## src/design/ctlp_pkg.sv

```systemverilog
// ----------------------------------------------------------------------------
// ctlp_pkg: shared types and constants for the CNF text literal parser
// Result kinds, error codes and the character codes the parser matches.
// ----------------------------------------------------------------------------
package ctlp_pkg;

    localparam int unsigned ValueWidth = 31;
    localparam int unsigned LitWidth   = 32;

    typedef enum logic [1:0] {
        KIND_HEADER  = 2'd0,
        KIND_LITERAL = 2'd1,
        KIND_ERROR   = 2'd2,
        KIND_END     = 2'd3
    } result_kind_t;

    typedef enum logic [3:0] {
        ERR_EOF_HEADER_COMMENT = 4'd0,
        ERR_BAD_HEADER_TEXT    = 4'd1,
        ERR_HEADER_NUM_MISSING = 4'd2,
        ERR_HEADER_NUM_OVF     = 4'd3,
        ERR_NO_HEADER_NEWLINE  = 4'd4,
        ERR_EOF_COMMENT        = 4'd5,
        ERR_EXPECT_DIGIT_MINUS = 4'd6,
        ERR_BAD_DIGIT_MINUS    = 4'd7,
        ERR_LITERAL_OVF        = 4'd8,
        ERR_BAD_DELIMITER      = 4'd9,
        ERR_EXCEEDS_MAX_VAR    = 4'd10,
        ERR_MISSING_ZERO       = 4'd11
    } error_code_t;

    localparam logic [7:0] CH_C     = 8'h63;
    localparam logic [7:0] CH_P     = 8'h70;
    localparam logic [7:0] CH_N     = 8'h6E;
    localparam logic [7:0] CH_F     = 8'h66;
    localparam logic [7:0] CH_MINUS = 8'h2D;
    localparam logic [7:0] CH_ZERO  = 8'h30;
    localparam logic [7:0] CH_NINE  = 8'h39;
    localparam logic [7:0] CH_SPACE = 8'h20;
    localparam logic [7:0] CH_TAB   = 8'h09;
    localparam logic [7:0] CH_CR    = 8'h0D;
    localparam logic [7:0] CH_LF    = 8'h0A;

    localparam logic [ValueWidth-1:0] VALUE_LIMIT = 31'h7FFF_FFFF;

endpackage

```

## src/design/cnf_text_literal_parser.sv

```systemverilog
// ----------------------------------------------------------------------------
// cnf_text_literal_parser: byte-serial DIMACS CNF header and literal parser
// Each byte is held in the input register, then decoded into the result register;
// an output stall holds both. Throughput: one byte per cycle while the output
// is not stalled, set by the single decode and accumulate step.
// Reset clears the input and result valids, the parse phase, the header values
// and the clause flag; after an error or a clean end nothing more is produced.
// ----------------------------------------------------------------------------
module cnf_text_literal_parser
(
    input  logic                                clk,
    input  logic                                rst_n,

    input  logic                                in_valid,
    output logic                                in_stall,
    input  logic [7:0]                          byte_value,
    input  logic                                end_of_input,

    output logic                                out_valid,
    input  logic                                out_stall,
    output logic [1:0]                          result_kind,
    output logic signed [ctlp_pkg::LitWidth-1:0] literal,
    output logic [ctlp_pkg::ValueWidth-1:0]     max_variable,
    output logic [ctlp_pkg::ValueWidth-1:0]     clause_count,
    output logic [3:0]                          error_code
);

    typedef enum logic [4:0] {
        PH_START, PH_HCOMMENT, PH_P_SPACE, PH_C, PH_N, PH_F, PH_F_SPACE,
        PH_M_FIRST, PH_M_DIGITS, PH_N_FIRST, PH_N_DIGITS, PH_TRAIL, PH_CR,
        PH_BODY, PH_BCOMMENT, PH_MINUS, PH_LIT, PH_LCOMMENT, PH_DONE, PH_STOP
    } phase_t;

    // input register
    logic                               in_valid_reg;
    logic [7:0]                         byte_reg;
    logic                               eof_reg;

    // parser state
    phase_t                             phase_reg, phase_next;
    logic [ctlp_pkg::ValueWidth-1:0]    acc_reg, acc_next;
    logic                               neg_reg, neg_next;
    logic [ctlp_pkg::ValueWidth-1:0]    hmax_reg, hmax_next;
    logic [ctlp_pkg::ValueWidth-1:0]    hcl_reg, hcl_next;
    logic                               open_reg, open_next;

    // result register
    logic                               out_valid_reg;
    ctlp_pkg::result_kind_t             kind_reg, kind_next;
    logic [ctlp_pkg::LitWidth-1:0]      lit_reg, lit_next;
    logic [ctlp_pkg::ValueWidth-1:0]    max_reg;
    logic [ctlp_pkg::ValueWidth-1:0]    cl_reg;
    ctlp_pkg::error_code_t              code_reg, code_next;

    logic                               advance;
    logic                               fire;
    logic                               has_result;
    logic                               fail;
    ctlp_pkg::error_code_t              fail_code;
    logic                               emit;
    logic                               header_ok;

    logic                               is_digit;
    logic                               is_blank;
    logic [3:0]                         digit;
    logic [ctlp_pkg::ValueWidth+3:0]    acc_sum;
    logic                               acc_ovf;

    assign advance  = !out_valid_reg || !out_stall;
    assign fire     = in_valid_reg && advance;
    assign in_stall = in_valid_reg && !advance;

    assign is_digit = (byte_reg >= ctlp_pkg::CH_ZERO) && (byte_reg <= ctlp_pkg::CH_NINE);
    assign is_blank = (byte_reg == ctlp_pkg::CH_SPACE) || (byte_reg == ctlp_pkg::CH_TAB)
                   || (byte_reg == ctlp_pkg::CH_CR) || (byte_reg == ctlp_pkg::CH_LF);
    assign digit    = byte_reg[3:0];

    // acc * 10 + digit, as two shifts and two adds
    assign acc_sum = {1'b0, acc_reg, 3'b000} + {3'b000, acc_reg, 1'b0}
                   + {{(ctlp_pkg::ValueWidth){1'b0}}, digit};
    assign acc_ovf = (acc_sum[ctlp_pkg::ValueWidth+3:ctlp_pkg::ValueWidth] != 4'd0);

    always_comb
    begin
        phase_next = phase_reg;
        acc_next   = acc_reg;
        neg_next   = neg_reg;
        hmax_next  = hmax_reg;
        hcl_next   = hcl_reg;
        open_next  = open_reg;
        fail       = 1'b0;
        fail_code  = ctlp_pkg::ERR_EOF_HEADER_COMMENT;
        emit       = 1'b0;
        header_ok  = 1'b0;
        has_result = 1'b0;
        kind_next  = ctlp_pkg::KIND_HEADER;
        lit_next   = '0;
        code_next  = ctlp_pkg::ERR_EOF_HEADER_COMMENT;

        case (phase_reg)
            PH_START:
            begin
                if (eof_reg)
                begin
                    fail = 1'b1; fail_code = ctlp_pkg::ERR_BAD_HEADER_TEXT;
                end
                else if (byte_reg == ctlp_pkg::CH_C)
                    phase_next = PH_HCOMMENT;
                else if (byte_reg == ctlp_pkg::CH_P)
                    phase_next = PH_P_SPACE;
                else
                begin
                    fail = 1'b1; fail_code = ctlp_pkg::ERR_BAD_HEADER_TEXT;
                end
            end
            PH_HCOMMENT:
            begin
                if (eof_reg)
                begin
                    fail = 1'b1; fail_code = ctlp_pkg::ERR_EOF_HEADER_COMMENT;
                end
                else if (byte_reg == ctlp_pkg::CH_LF)
                    phase_next = PH_START;
            end
            PH_P_SPACE, PH_F_SPACE:
            begin
                if (eof_reg || byte_reg != ctlp_pkg::CH_SPACE)
                begin
                    fail = 1'b1; fail_code = ctlp_pkg::ERR_BAD_HEADER_TEXT;
                end
                else
                    phase_next = (phase_reg == PH_P_SPACE) ? PH_C : PH_M_FIRST;
            end
            PH_C:
            begin
                if (eof_reg || byte_reg != ctlp_pkg::CH_C)
                begin
                    fail = 1'b1; fail_code = ctlp_pkg::ERR_BAD_HEADER_TEXT;
                end
                else
                    phase_next = PH_N;
            end
            PH_N:
            begin
                if (eof_reg || byte_reg != ctlp_pkg::CH_N)
                begin
                    fail = 1'b1; fail_code = ctlp_pkg::ERR_BAD_HEADER_TEXT;
                end
                else
                    phase_next = PH_F;
            end
            PH_F:
            begin
                if (eof_reg || byte_reg != ctlp_pkg::CH_F)
                begin
                    fail = 1'b1; fail_code = ctlp_pkg::ERR_BAD_HEADER_TEXT;
                end
                else
                    phase_next = PH_F_SPACE;
            end
            PH_M_FIRST, PH_N_FIRST:
            begin
                if (eof_reg || !is_digit)
                begin
                    fail = 1'b1; fail_code = ctlp_pkg::ERR_HEADER_NUM_MISSING;
                end
                else
                begin
                    acc_next   = {{(ctlp_pkg::ValueWidth-4){1'b0}}, digit};
                    phase_next = (phase_reg == PH_M_FIRST) ? PH_M_DIGITS : PH_N_DIGITS;
                end
            end
            PH_M_DIGITS:
            begin
                if (!eof_reg && is_digit)
                begin
                    if (acc_ovf)
                    begin
                        fail = 1'b1; fail_code = ctlp_pkg::ERR_HEADER_NUM_OVF;
                    end
                    else
                        acc_next = acc_sum[ctlp_pkg::ValueWidth-1:0];
                end
                else if (eof_reg || byte_reg != ctlp_pkg::CH_SPACE)
                begin
                    fail = 1'b1; fail_code = ctlp_pkg::ERR_BAD_HEADER_TEXT;
                end
                else
                begin
                    hmax_next  = acc_reg;
                    acc_next   = '0;
                    phase_next = PH_N_FIRST;
                end
            end
            PH_N_DIGITS, PH_TRAIL:
            begin
                if (phase_reg == PH_N_DIGITS && !eof_reg && is_digit)
                begin
                    if (acc_ovf)
                    begin
                        fail = 1'b1; fail_code = ctlp_pkg::ERR_HEADER_NUM_OVF;
                    end
                    else
                        acc_next = acc_sum[ctlp_pkg::ValueWidth-1:0];
                end
                else
                begin
                    // first non-digit closes the clause count, then trailing blanks
                    if (phase_reg == PH_N_DIGITS)
                    begin
                        hcl_next   = acc_reg;
                        acc_next   = '0;
                        phase_next = PH_TRAIL;
                    end
                    if (eof_reg)
                    begin
                        fail = 1'b1; fail_code = ctlp_pkg::ERR_NO_HEADER_NEWLINE;
                    end
                    else if (byte_reg == ctlp_pkg::CH_SPACE || byte_reg == ctlp_pkg::CH_TAB)
                        phase_next = PH_TRAIL;
                    else if (byte_reg == ctlp_pkg::CH_CR)
                        phase_next = PH_CR;
                    else if (byte_reg == ctlp_pkg::CH_LF)
                        header_ok = 1'b1;
                    else
                    begin
                        fail = 1'b1; fail_code = ctlp_pkg::ERR_NO_HEADER_NEWLINE;
                    end
                end
            end
            PH_CR:
            begin
                if (eof_reg || byte_reg != ctlp_pkg::CH_LF)
                begin
                    fail = 1'b1; fail_code = ctlp_pkg::ERR_NO_HEADER_NEWLINE;
                end
                else
                    header_ok = 1'b1;
            end
            PH_BODY:
            begin
                if (eof_reg)
                begin
                    if (open_reg)
                    begin
                        fail = 1'b1; fail_code = ctlp_pkg::ERR_MISSING_ZERO;
                    end
                    else
                    begin
                        phase_next = PH_DONE;
                        has_result = 1'b1;
                        kind_next  = ctlp_pkg::KIND_END;
                    end
                end
                else if (byte_reg == ctlp_pkg::CH_C)
                    phase_next = PH_BCOMMENT;
                else if (is_blank)
                    phase_next = PH_BODY;
                else if (byte_reg == ctlp_pkg::CH_MINUS)
                begin
                    neg_next   = 1'b1;
                    phase_next = PH_MINUS;
                end
                else if (!is_digit)
                begin
                    fail = 1'b1; fail_code = ctlp_pkg::ERR_EXPECT_DIGIT_MINUS;
                end
                else
                begin
                    neg_next   = 1'b0;
                    acc_next   = {{(ctlp_pkg::ValueWidth-4){1'b0}}, digit};
                    phase_next = PH_LIT;
                end
            end
            PH_BCOMMENT:
            begin
                if (eof_reg)
                begin
                    fail = 1'b1; fail_code = ctlp_pkg::ERR_EOF_COMMENT;
                end
                else if (byte_reg == ctlp_pkg::CH_LF)
                    phase_next = PH_BODY;
            end
            PH_MINUS:
            begin
                if (eof_reg || !is_digit || byte_reg == ctlp_pkg::CH_ZERO)
                begin
                    fail = 1'b1; fail_code = ctlp_pkg::ERR_BAD_DIGIT_MINUS;
                end
                else
                begin
                    acc_next   = {{(ctlp_pkg::ValueWidth-4){1'b0}}, digit};
                    phase_next = PH_LIT;
                end
            end
            PH_LIT:
            begin
                if (eof_reg)
                begin
                    fail = 1'b1; fail_code = ctlp_pkg::ERR_BAD_DELIMITER;
                end
                else if (is_digit)
                begin
                    if (acc_ovf)
                    begin
                        fail = 1'b1; fail_code = ctlp_pkg::ERR_LITERAL_OVF;
                    end
                    else
                        acc_next = acc_sum[ctlp_pkg::ValueWidth-1:0];
                end
                else if (byte_reg == ctlp_pkg::CH_C)
                    phase_next = PH_LCOMMENT;   // comment is the delimiter
                else if (!is_blank)
                begin
                    fail = 1'b1; fail_code = ctlp_pkg::ERR_BAD_DELIMITER;
                end
                else
                begin
                    phase_next = PH_BODY;
                    emit       = 1'b1;
                end
            end
            PH_LCOMMENT:
            begin
                if (eof_reg)
                begin
                    fail = 1'b1; fail_code = ctlp_pkg::ERR_EOF_COMMENT;
                end
                else if (byte_reg == ctlp_pkg::CH_LF)
                begin
                    phase_next = PH_BODY;
                    emit       = 1'b1;
                end
            end
            PH_DONE, PH_STOP:
            begin
                phase_next = phase_reg;
            end
            default:
            begin
                phase_next = PH_DONE;
            end
        endcase

        if (header_ok)
        begin
            phase_next = PH_BODY;
            has_result = 1'b1;
            kind_next  = ctlp_pkg::KIND_HEADER;
        end

        if (emit)
        begin
            if (acc_reg > hmax_reg)
            begin
                fail = 1'b1; fail_code = ctlp_pkg::ERR_EXCEEDS_MAX_VAR;
            end
            else
            begin
                has_result = 1'b1;
                kind_next  = ctlp_pkg::KIND_LITERAL;
                lit_next   = neg_reg ? (32'd0 - {1'b0, acc_reg}) : {1'b0, acc_reg};
                open_next  = (acc_reg != '0);
                acc_next   = '0;
                neg_next   = 1'b0;
            end
        end

        if (fail)
        begin
            phase_next = PH_STOP;
            has_result = 1'b1;
            kind_next  = ctlp_pkg::KIND_ERROR;
            lit_next   = '0;
            code_next  = fail_code;
        end
    end

    always_ff @(posedge clk or negedge rst_n)
    begin
        if (!rst_n)
        begin
            in_valid_reg  <= 1'b0;
            out_valid_reg <= 1'b0;
            phase_reg     <= PH_START;
            acc_reg       <= '0;
            neg_reg       <= 1'b0;
            hmax_reg      <= '0;
            hcl_reg       <= '0;
            open_reg      <= 1'b0;
        end
        else
        begin
            if (!in_stall)
                in_valid_reg <= in_valid;
            if (advance)
                out_valid_reg <= in_valid_reg && has_result;
            if (fire)
            begin
                phase_reg <= phase_next;
                acc_reg   <= acc_next;
                neg_reg   <= neg_next;
                hmax_reg  <= hmax_next;
                hcl_reg   <= hcl_next;
                open_reg  <= open_next;
            end
        end
    end

    // payload registers, no reset
    always_ff @(posedge clk)
    begin
        if (in_valid && !in_stall)
        begin
            byte_reg <= byte_value;
            eof_reg  <= end_of_input;
        end
        if (fire && has_result)
        begin
            kind_reg <= kind_next;
            lit_reg  <= lit_next;
            max_reg  <= hmax_next;
            cl_reg   <= hcl_next;
            code_reg <= code_next;
        end
    end

    assign out_valid    = out_valid_reg;
    assign result_kind  = kind_reg;
    assign literal      = lit_reg;
    assign max_variable = max_reg;
    assign clause_count = cl_reg;
    assign error_code   = code_reg;

`ifndef NO_ASSERTIONS
    // an error or a clean end is the last word ever produced
    a_last_word: assert property (@(posedge clk) disable iff (!rst_n)
        (out_valid && !out_stall
         && (result_kind == ctlp_pkg::KIND_ERROR || result_kind == ctlp_pkg::KIND_END))
        |=> !out_valid)
        else $error("word produced after error or end");

    // a literal's magnitude never exceeds the header maximum variable
    a_lit_bound: assert property (@(posedge clk) disable iff (!rst_n)
        (out_valid && result_kind == ctlp_pkg::KIND_LITERAL)
        |-> ((literal[31] ? (32'd0 - literal) : literal) <= {1'b0, max_variable}))
        else $error("literal above maximum variable");

    // only error words carry a nonzero error code; header and end words carry a zero literal
    a_code_zero: assert property (@(posedge clk) disable iff (!rst_n)
        (out_valid && result_kind != ctlp_pkg::KIND_ERROR)
        |-> (error_code == ctlp_pkg::ERR_EOF_HEADER_COMMENT && (literal == 32'sd0
             || result_kind == ctlp_pkg::KIND_LITERAL)))
        else $error("stray code or literal on non-error word");
`endif

endmodule
```

## config.mk

```make
export PLATFORM = sky130hd
export DESIGN_NAME = cnf_text_literal_parser
export DESIGN_NICKNAME = d
export VERILOG_FILES = /design/src/design/ctlp_pkg.sv /design/src/design/cnf_text_literal_parser.sv
export SDC_FILE = /design/constraint.sdc
export NUM_CORES = 1
export LEC_CHECK = 0
export ABC_CLOCK_PERIOD_IN_PS = 7600
export BUFFER_PORTS_ARGS = -buffer_cell sky130_fd_sc_hd__buf_2
export CAP_MARGIN = 10
export CORE_MARGIN = 1.5
export CORE_UTILIZATION = 45
export DETAILED_ROUTE_END_ITERATION = 10
export PLACE_DENSITY = 0.7
export SETUP_SLACK_MARGIN = 0.5
export SKIP_CTS_REPAIR_TIMING = 1
export SLEW_MARGIN = 30
export SYNTH_ARGS = -nofsm -noshare
export SYNTH_HDL_FRONTEND = slang
export SYNTH_SLANG_ARGS = --single-unit
export TNS_END_PERCENT = 30
```

## constraint.sdc

```tcl
create_clock -name clk -period 7.6 [get_ports clk]
set_input_delay 0.38 -clock clk [delete_from_list [all_inputs] [get_ports clk]]
set_output_delay 0.38 -clock clk [all_outputs]
set_load 0.1 [all_outputs]
```

==> results of run 1 <==
[placed cells by master, fill, tap and decap left out, drive strengths merged, types with 22 or more instances in the layout]
cell type / Yosys / layout
nand2: 231 / 231
o21ai: 131 / 131
buf: 27 / 127
edfxtp: 109 / 109
dfrtp: 102 / 102
nor2: 94 / 94
ha: 93 / 93
a21oi: 65 / 65
inv: 57 / 60
nor3: 40 / 40
xor2: 36 / 36
mux2: 35 / 35
nand3: 28 / 28
clkbuf: 56 / 26
nand4: 22 / 22
[path summary, 6_finish.rpt]
path / start / to / slack (ps)
setup reg to reg: byte_reg[3] / max_variable[6] / 2510
setup / recovery: byte_reg[3] / max_variable[6] / 2510
min in group asynchronous: rst_n / hmax_reg[15] / 420
hold reg to reg: hcl_reg[7] / hcl_reg[7] / 470
max in group asynchronous: rst_n / hcl_reg[5] / 5950
hold / removal: byte_value[2] / byte_reg[2] / 30
[cell families (layout without fill, tap and decap cells)]
| group | Yosys count | in the layout |
|---|---|---|
| multiplexers | 42 | 42 |
| adder cells (fa/ha/maj) | 95 | 95 |
| flip-flops | 211 | 211 |
| AO/OA/AOI/OAI | 337 | 337 |
| XOR/XNOR | 54 | 54 |
| buffers and inverters | 141 | 228 |
| AND/OR/NAND/NOR | 495 | 495 |
[final cells by class]
type	count	area, sq um
fillers	2605	13900
multi-input cells	1023	6690
flip-flops and latches	211	5830
repair buffers	128	693
clock buffers	26	629
well taps	384	480
inverters	58	218
clock inverters	16	196
[synthesized netlist by cell type, drive strengths merged (22+ instances only)]
cell    count
inv        57
clkbuf     56
mux2       35
dfrtp     102
a21oi      65
nor2       94
ha         93
nor3       40
o21ai     131
nand4      22
nand3      28
xor2       36
edfxtp    109
nand2     231
buf        27
[layer usage]
metal,track usage,vias up,part of all wire
li1,-,5095,-
met1,0.320,5092,0.43
met2,0.396,384,0.46
met3,0.0246,105,0.051
met4,0.124,0,0.057
met5,0,-,0
[stage by stage]
| stage | instances | setup WS [ps] | hold WS, ps | util | instance area [sq um] |
|---|---|---|---|---|---|
| 5_1_grt | 1846 | 2130 | 18.7 | 0.515 | 14700 |
| 3_3_place_gp | 1803 | 2870 | 444 | 0.486 | 13900 |
| 4_1_cts | 1845 | 2640 | -119 | 0.514 | 14700 |
| 3_5_place_dp | 1803 | 2660 | 444 | 0.486 | 13900 |
| 2_1_floorplan | 1375 | 1300 | 84.4 | - | 13100 |
| 6_report | 1846 | 2510 | 32.5 | 0.515 | 14700 |
[power by group]
part           internal (mW)  leakage, nW  switching (mW)  total, mW
clock                  0.711        0.406           0.484       1.19
combinational          0.349         3.60            1.91       2.26
sequential              1.49         2.45           0.137       1.63
total                   2.55         6.45            2.53       5.08
==> reports/metrics.cfg, run 1 <==
[worst_setup_path]
crit_buf_inv = 3
critical-path-top-delay-family = compound AO/OA/AOI/OAI gates
cp.depth = 15
worstPathMaxFanout = 100
path_class = register to register
worstSetupStartpointType = register
cp-end-kind = register
ff2ff_path_depth = 15
cp_slowest_cell = fa_1
cp.required_ps = 7770
max_stage_delay_ps = 630
path_cells = inv_1, fa_1, inv_1, ha_1, a211oi_1, o211ai_1, a21oi_1, a211oi_1, o21ai_0, a221o_1, nand3_4, a211oi_4, nor3b_1, nor2_4, buf_12
crit_arrival_ps = 5260

[global_routing]
grt_max_degree = 101
grt_pass1_wl_microns = 57600
grtUsageTotal = 0.242
first_global_vias = 10300
grt_overflow_total = 0
antenna_found_initial = 0

[clocking]
cts_max_path_buffers = 3
insertion_delay_ps = 530
cts_buffers = 23
cts_sinks = 211
cts_tree = done
h-tree-depth = 1
root_buffer = clkbuf_16
clk_pin_slew_ps = 60

[sta]
setup_tns_ps = 0
period_share = 0.669
grt_setup_unrepaired = no
final-setup-viol-count = 0
worst_slew_pin_slew_ps = 1010
slew_viol_final = 0
clock.fmax_mhz = 197
final-hold-violation-count = 0
fin_worst_skew_ps = 19.2
max-slew-margin-rel = 0.326
period_minus_slack_ps = 5090

[synthesis]
synthXorXnorAreaFrac = 0.0362
synth_top_area_cell = edfxtp_1
synth_top_family_by_area = simple AND/OR/NAND/NOR gates
syn_inst = 1375
ys_seq_area_frac = 0.446
synth_edf_count = 109
syn_area_sq_um = 13100
synth_nets = 1483
synth-simple-area-share = 0.178
synth_area_per_cell_sq_um = 9.51
synth_fa_ha_area_frac = 0.0921
async_flop_share = 0.483
synth_area_leaders = edfxtp_1 25%, dfrtp_1 20%, ha_1 8.9%, nand2_1 6.6%, o21ai_0 4.7%
synth.area.mux_share = 0.0364
synth-seq-cells = 211
synth.distinct_cells = 89
yosysTopAreaCellShare = 0.250
synthFlopType = edfxtp_1
ys_warn_count = 0
synth_compound_area_frac = 0.167

[cells_and_area]
drive_gt1_frac = 0.164
n_antenna_cell = 0
nets = 1553
largest_register_ffs = 32
area.growth.synth_to_final_pct = 12.7

[place]
io_buffers = 114
place_hpwl_microns = 26700
place.gp.congestion = 0.953

[floorplanning]
start_util = 0.457
row_count = 62
dieWidth_microns = 173
fp.dieH_microns = 173
die_area_sq_um = 30100
core_area_sq_um = 28600
pin_count = 115

[route]
drt_iter0_markers = 871
wl_microns = 36400
vias_per_cell = 5.78
routedWlPerCell_microns = 19.7
ant_nets = 0
num_vias = 10700
firstDrtPassIters = 6
route.detailed.drc = 0

[hold_path]
holdPathStages = 1
holdCritPathClass = primary input to register

[pwr]
ir_drop_mv = 0.244
cellPowerDensity_nw_per_um2 = 345
power_mw = 5.08
leakage_nw = 6.45

[flow_run]
maxCapViolations = 0

[outcome]
status = completed

Note: power is estimated with default switching activity, not from simulation.
==> run 2: changes to the inputs <==
--- a/config.mk
+++ b/config.mk
@@ -5,7 +5,8 @@
 export SDC_FILE = /design/constraint.sdc
 export NUM_CORES = 1
 export LEC_CHECK = 0
-export ABC_CLOCK_PERIOD_IN_PS = 7600
+export ABC_AREA = 1
+export ABC_CLOCK_PERIOD_IN_PS = 4400
 export BUFFER_PORTS_ARGS = -buffer_cell sky130_fd_sc_hd__buf_2
 export CAP_MARGIN = 10
 export CORE_MARGIN = 1.5
==> constraint.sdc (replaced) <==
create_clock -name clk -period 4.4 [get_ports clk]
set_input_delay 0.22 -clock clk [delete_from_list [all_inputs] [get_ports clk]]
set_output_delay 0.22 -clock clk [all_outputs]
set_load 0.1 [all_outputs]
==> run 2 against run 1 <==
Critical path type unchanged. Final area is 9.4% higher. Clock skew is 0.73 ps lower. Core utilization is 2.8 points higher. Critical path depth is 11 higher. Setup slack worse by 1900 ps. Sequential share of layout area is 3.4 points lower. Synthesized cell count is 26% higher. Fmax is 34% higher.
==> reports/metrics.cfg, run 2 <==
[cells_and_area]
multi_input_area_sq_um = 6800
largest_register_ffs = 32
mostFrequentLayoutCell = nand2_1
n_antenna_cell = 0
design_area_sq_um = 16100
area.growth.synth_to_final_pct = 18.6
final_cell_mix = 446 x nand2_1, 204 x inv_1, 164 x nor2_1
nets = 2013
fill_cells = 2747
regArea_sq_um = 5830
drive_gt1_frac = 0.153

[place]
io_buffers = 114
placed_cell_area_sq_um = 14800
pre_cts_slack_ps = 387
place_hpwl_microns = 31900
place.gp.congestion = 0.973

[route]
ant_nets = 0
routedWlPerCell_microns = 18.3
route.detailed.drc = 0
drt_iter0_markers = 1440
vias_per_cell = 5.47
firstDrtPassIters = 7
wl_microns = 42200
num_vias = 12600

[synthesis]
synth.distinct_cells = 55
synth.area.mux_share = 0
synth_nets = 1838
ys_warn_count = 0
synth_fa_ha_area_frac = 0.0885
yosysMostFrequentCell = nand2_1
synth_top_family_by_area = simple AND/OR/NAND/NOR gates
yosysTopAreaCellShare = 0.241
syn_area_sq_um = 13600
synth_area_leaders = edfxtp_1 24%, dfrtp_1 19%, nand2_1 12%, ha_1 8.6%, inv_1 5.7%
synthFlopType = edfxtp_1
synth-simple-area-share = 0.233
synth_common_cells = 452 x nand2_1, 208 x inv_1, 165 x nor2_1, 149 x o21ai_0, 114 x a21oi_1
syn_inst = 1730
async_flop_share = 0.483
synth_compound_area_frac = 0.138
synthXorXnorAreaFrac = 0.0341
ys_seq_area_frac = 0.429
synth_top_area_cell = edfxtp_1
synth_edf_count = 109
synth_area_per_cell_sq_um = 7.86
synth-seq-cells = 211

[floorplanning]
row_count = 63
start_util = 0.457
dieWidth_microns = 177
pin_count = 115
die_area_sq_um = 31300
fp.dieH_microns = 177
core_area_sq_um = 29700

[worst_setup_path]
crit_arrival_ps = 4070
critical-path-top-delay-family = simple AND/OR/NAND/NOR gates
crit_buf_inv = 7
cpMostUsedCell = nand2_2
worstSetupStartpointType = register
cp.depth = 26
worstPathMaxFanout = 7
path_class = register to register
cp-end-kind = register
cp.required_ps = 4670
cp_slowest_cell = fa_1
max_stage_delay_ps = 570
ff2ff_path_depth = 26

[sta]
grt_setup_unrepaired = no
max-slew-margin-rel = 0.351
slew_viol_final = 0
fin_ws_ps = 601
final-hold-violation-count = 0
setup_tns_ps = 0
worst_slew_pin_slew_ps = 973
clock.fmax_mhz = 263
fin_worst_skew_ps = 18.5
period_minus_slack_ps = 3800
final-setup-viol-count = 0
period_share = 0.863

[clocking]
cts_tree = done
clk_pin_slew_ps = 70
cts_max_path_buffers = 3
cts_sinks = 211
root_buffer = clkbuf_16
cts_buffers = 22
insertion_delay_ps = 510
h-tree-depth = 1

[global_routing]
grt_use_met3 = 0.0339
top_usage_layer = met2
grt_max_degree = 108
grt_pass1_wl_microns = 64400
grt_use_met1 = 0.397
grtUsageTotal = 0.263
antenna_found_initial = 0
use_met2 = 0.401
grt_overflow_total = 0
first_global_vias = 11800

[flow_run]
maxCapViolations = 0

[outcome]
status = completed

[hold_path]
holdCritPathClass = primary input to asynchronous set/reset pin

[run 2: changes by cell type in the layout (fill, tap and decap cells not counted), sizes merged, moves of 27 or more]
cell	before	now
inv	60	219
nor2	94	174
a21oi	65	115
nand2	231	464
nand3	28	67
nor3	40	13
mux2	35	0
buf	127	188
[run 2: layer usage]
metal	wire (microns)	share of wire
met1	19700	0.47
met2	18300	0.43
met3	3310	0.079
met4	867	0.021
met5	0	0
[run 2: worst reg2reg max path: stages (launching register included)]
cell       delay (ps)
dfrtp_2           420
clkinv_4           90
fa_1              570
inv_1              50
ha_1              280
nand2_1            70
nand2_2            70
nand3_2            80
nand2_2            80
nand2_2            80
nand2_2            80
nand2_2            80
nand2_1            50
nand2_1            60
nand2_1            60
nor2_2            140
nand2_4           120
buf_6             140
nand2_4            50
nand3_4            90
nor2_8            160
nand2_4            80
inv_4              80
a31oi_4            90
buf_12            170
buf_12            140
clkbuf_16         160
[run 2: worst paths after layout]
path | from | to | slack [ps]
setup / recovery | acc_reg[0] | max_variable[24] | 600
hold / removal | rst_n | hcl_reg[3] | 280
setup reg to reg | acc_reg[0] | max_variable[24] | 600
hold reg to reg | hcl_reg[4] | hcl_reg[4] | 490
max in group asynchronous | rst_n | acc_reg[17] | 3140
min in group clk | end_of_input | eof_reg | 410
[run 2: kinds of logic after synthesis]
group | after synthesis
xor gates and xnor gates | 53
buffers and inverters | 275
DFF | 211
adders and majority gates | 95
and+or+nand+nor | 755
AOI/OAI and AO/OA | 341
[run 2: layout make-up]
type / count / area share
Multi-Input combinational cell: 1244 / 0.422
Tap cell: 390 / 0.0303
Sequential cell: 211 / 0.362
Timing Repair Buffer: 203 / 0.0863
Clock inverter: 14 / 0.0113
Inverter: 223 / 0.0529
Clock buffer: 26 / 0.0357
[run 2: metrics by stage]
step	cells	util	hold slack, ps
global placement	2228	0.499	396
detailed placement	2228	0.499	399
global route	2311	0.542	353
finish	2311	0.542	281
floorplan	1730	-	-75.6
CTS	2268	0.525	-129
Power of run 2 is left out: the tool's default activity adds up to more than one toggle a clock period on the data nets, which glitch-free logic cannot reach.
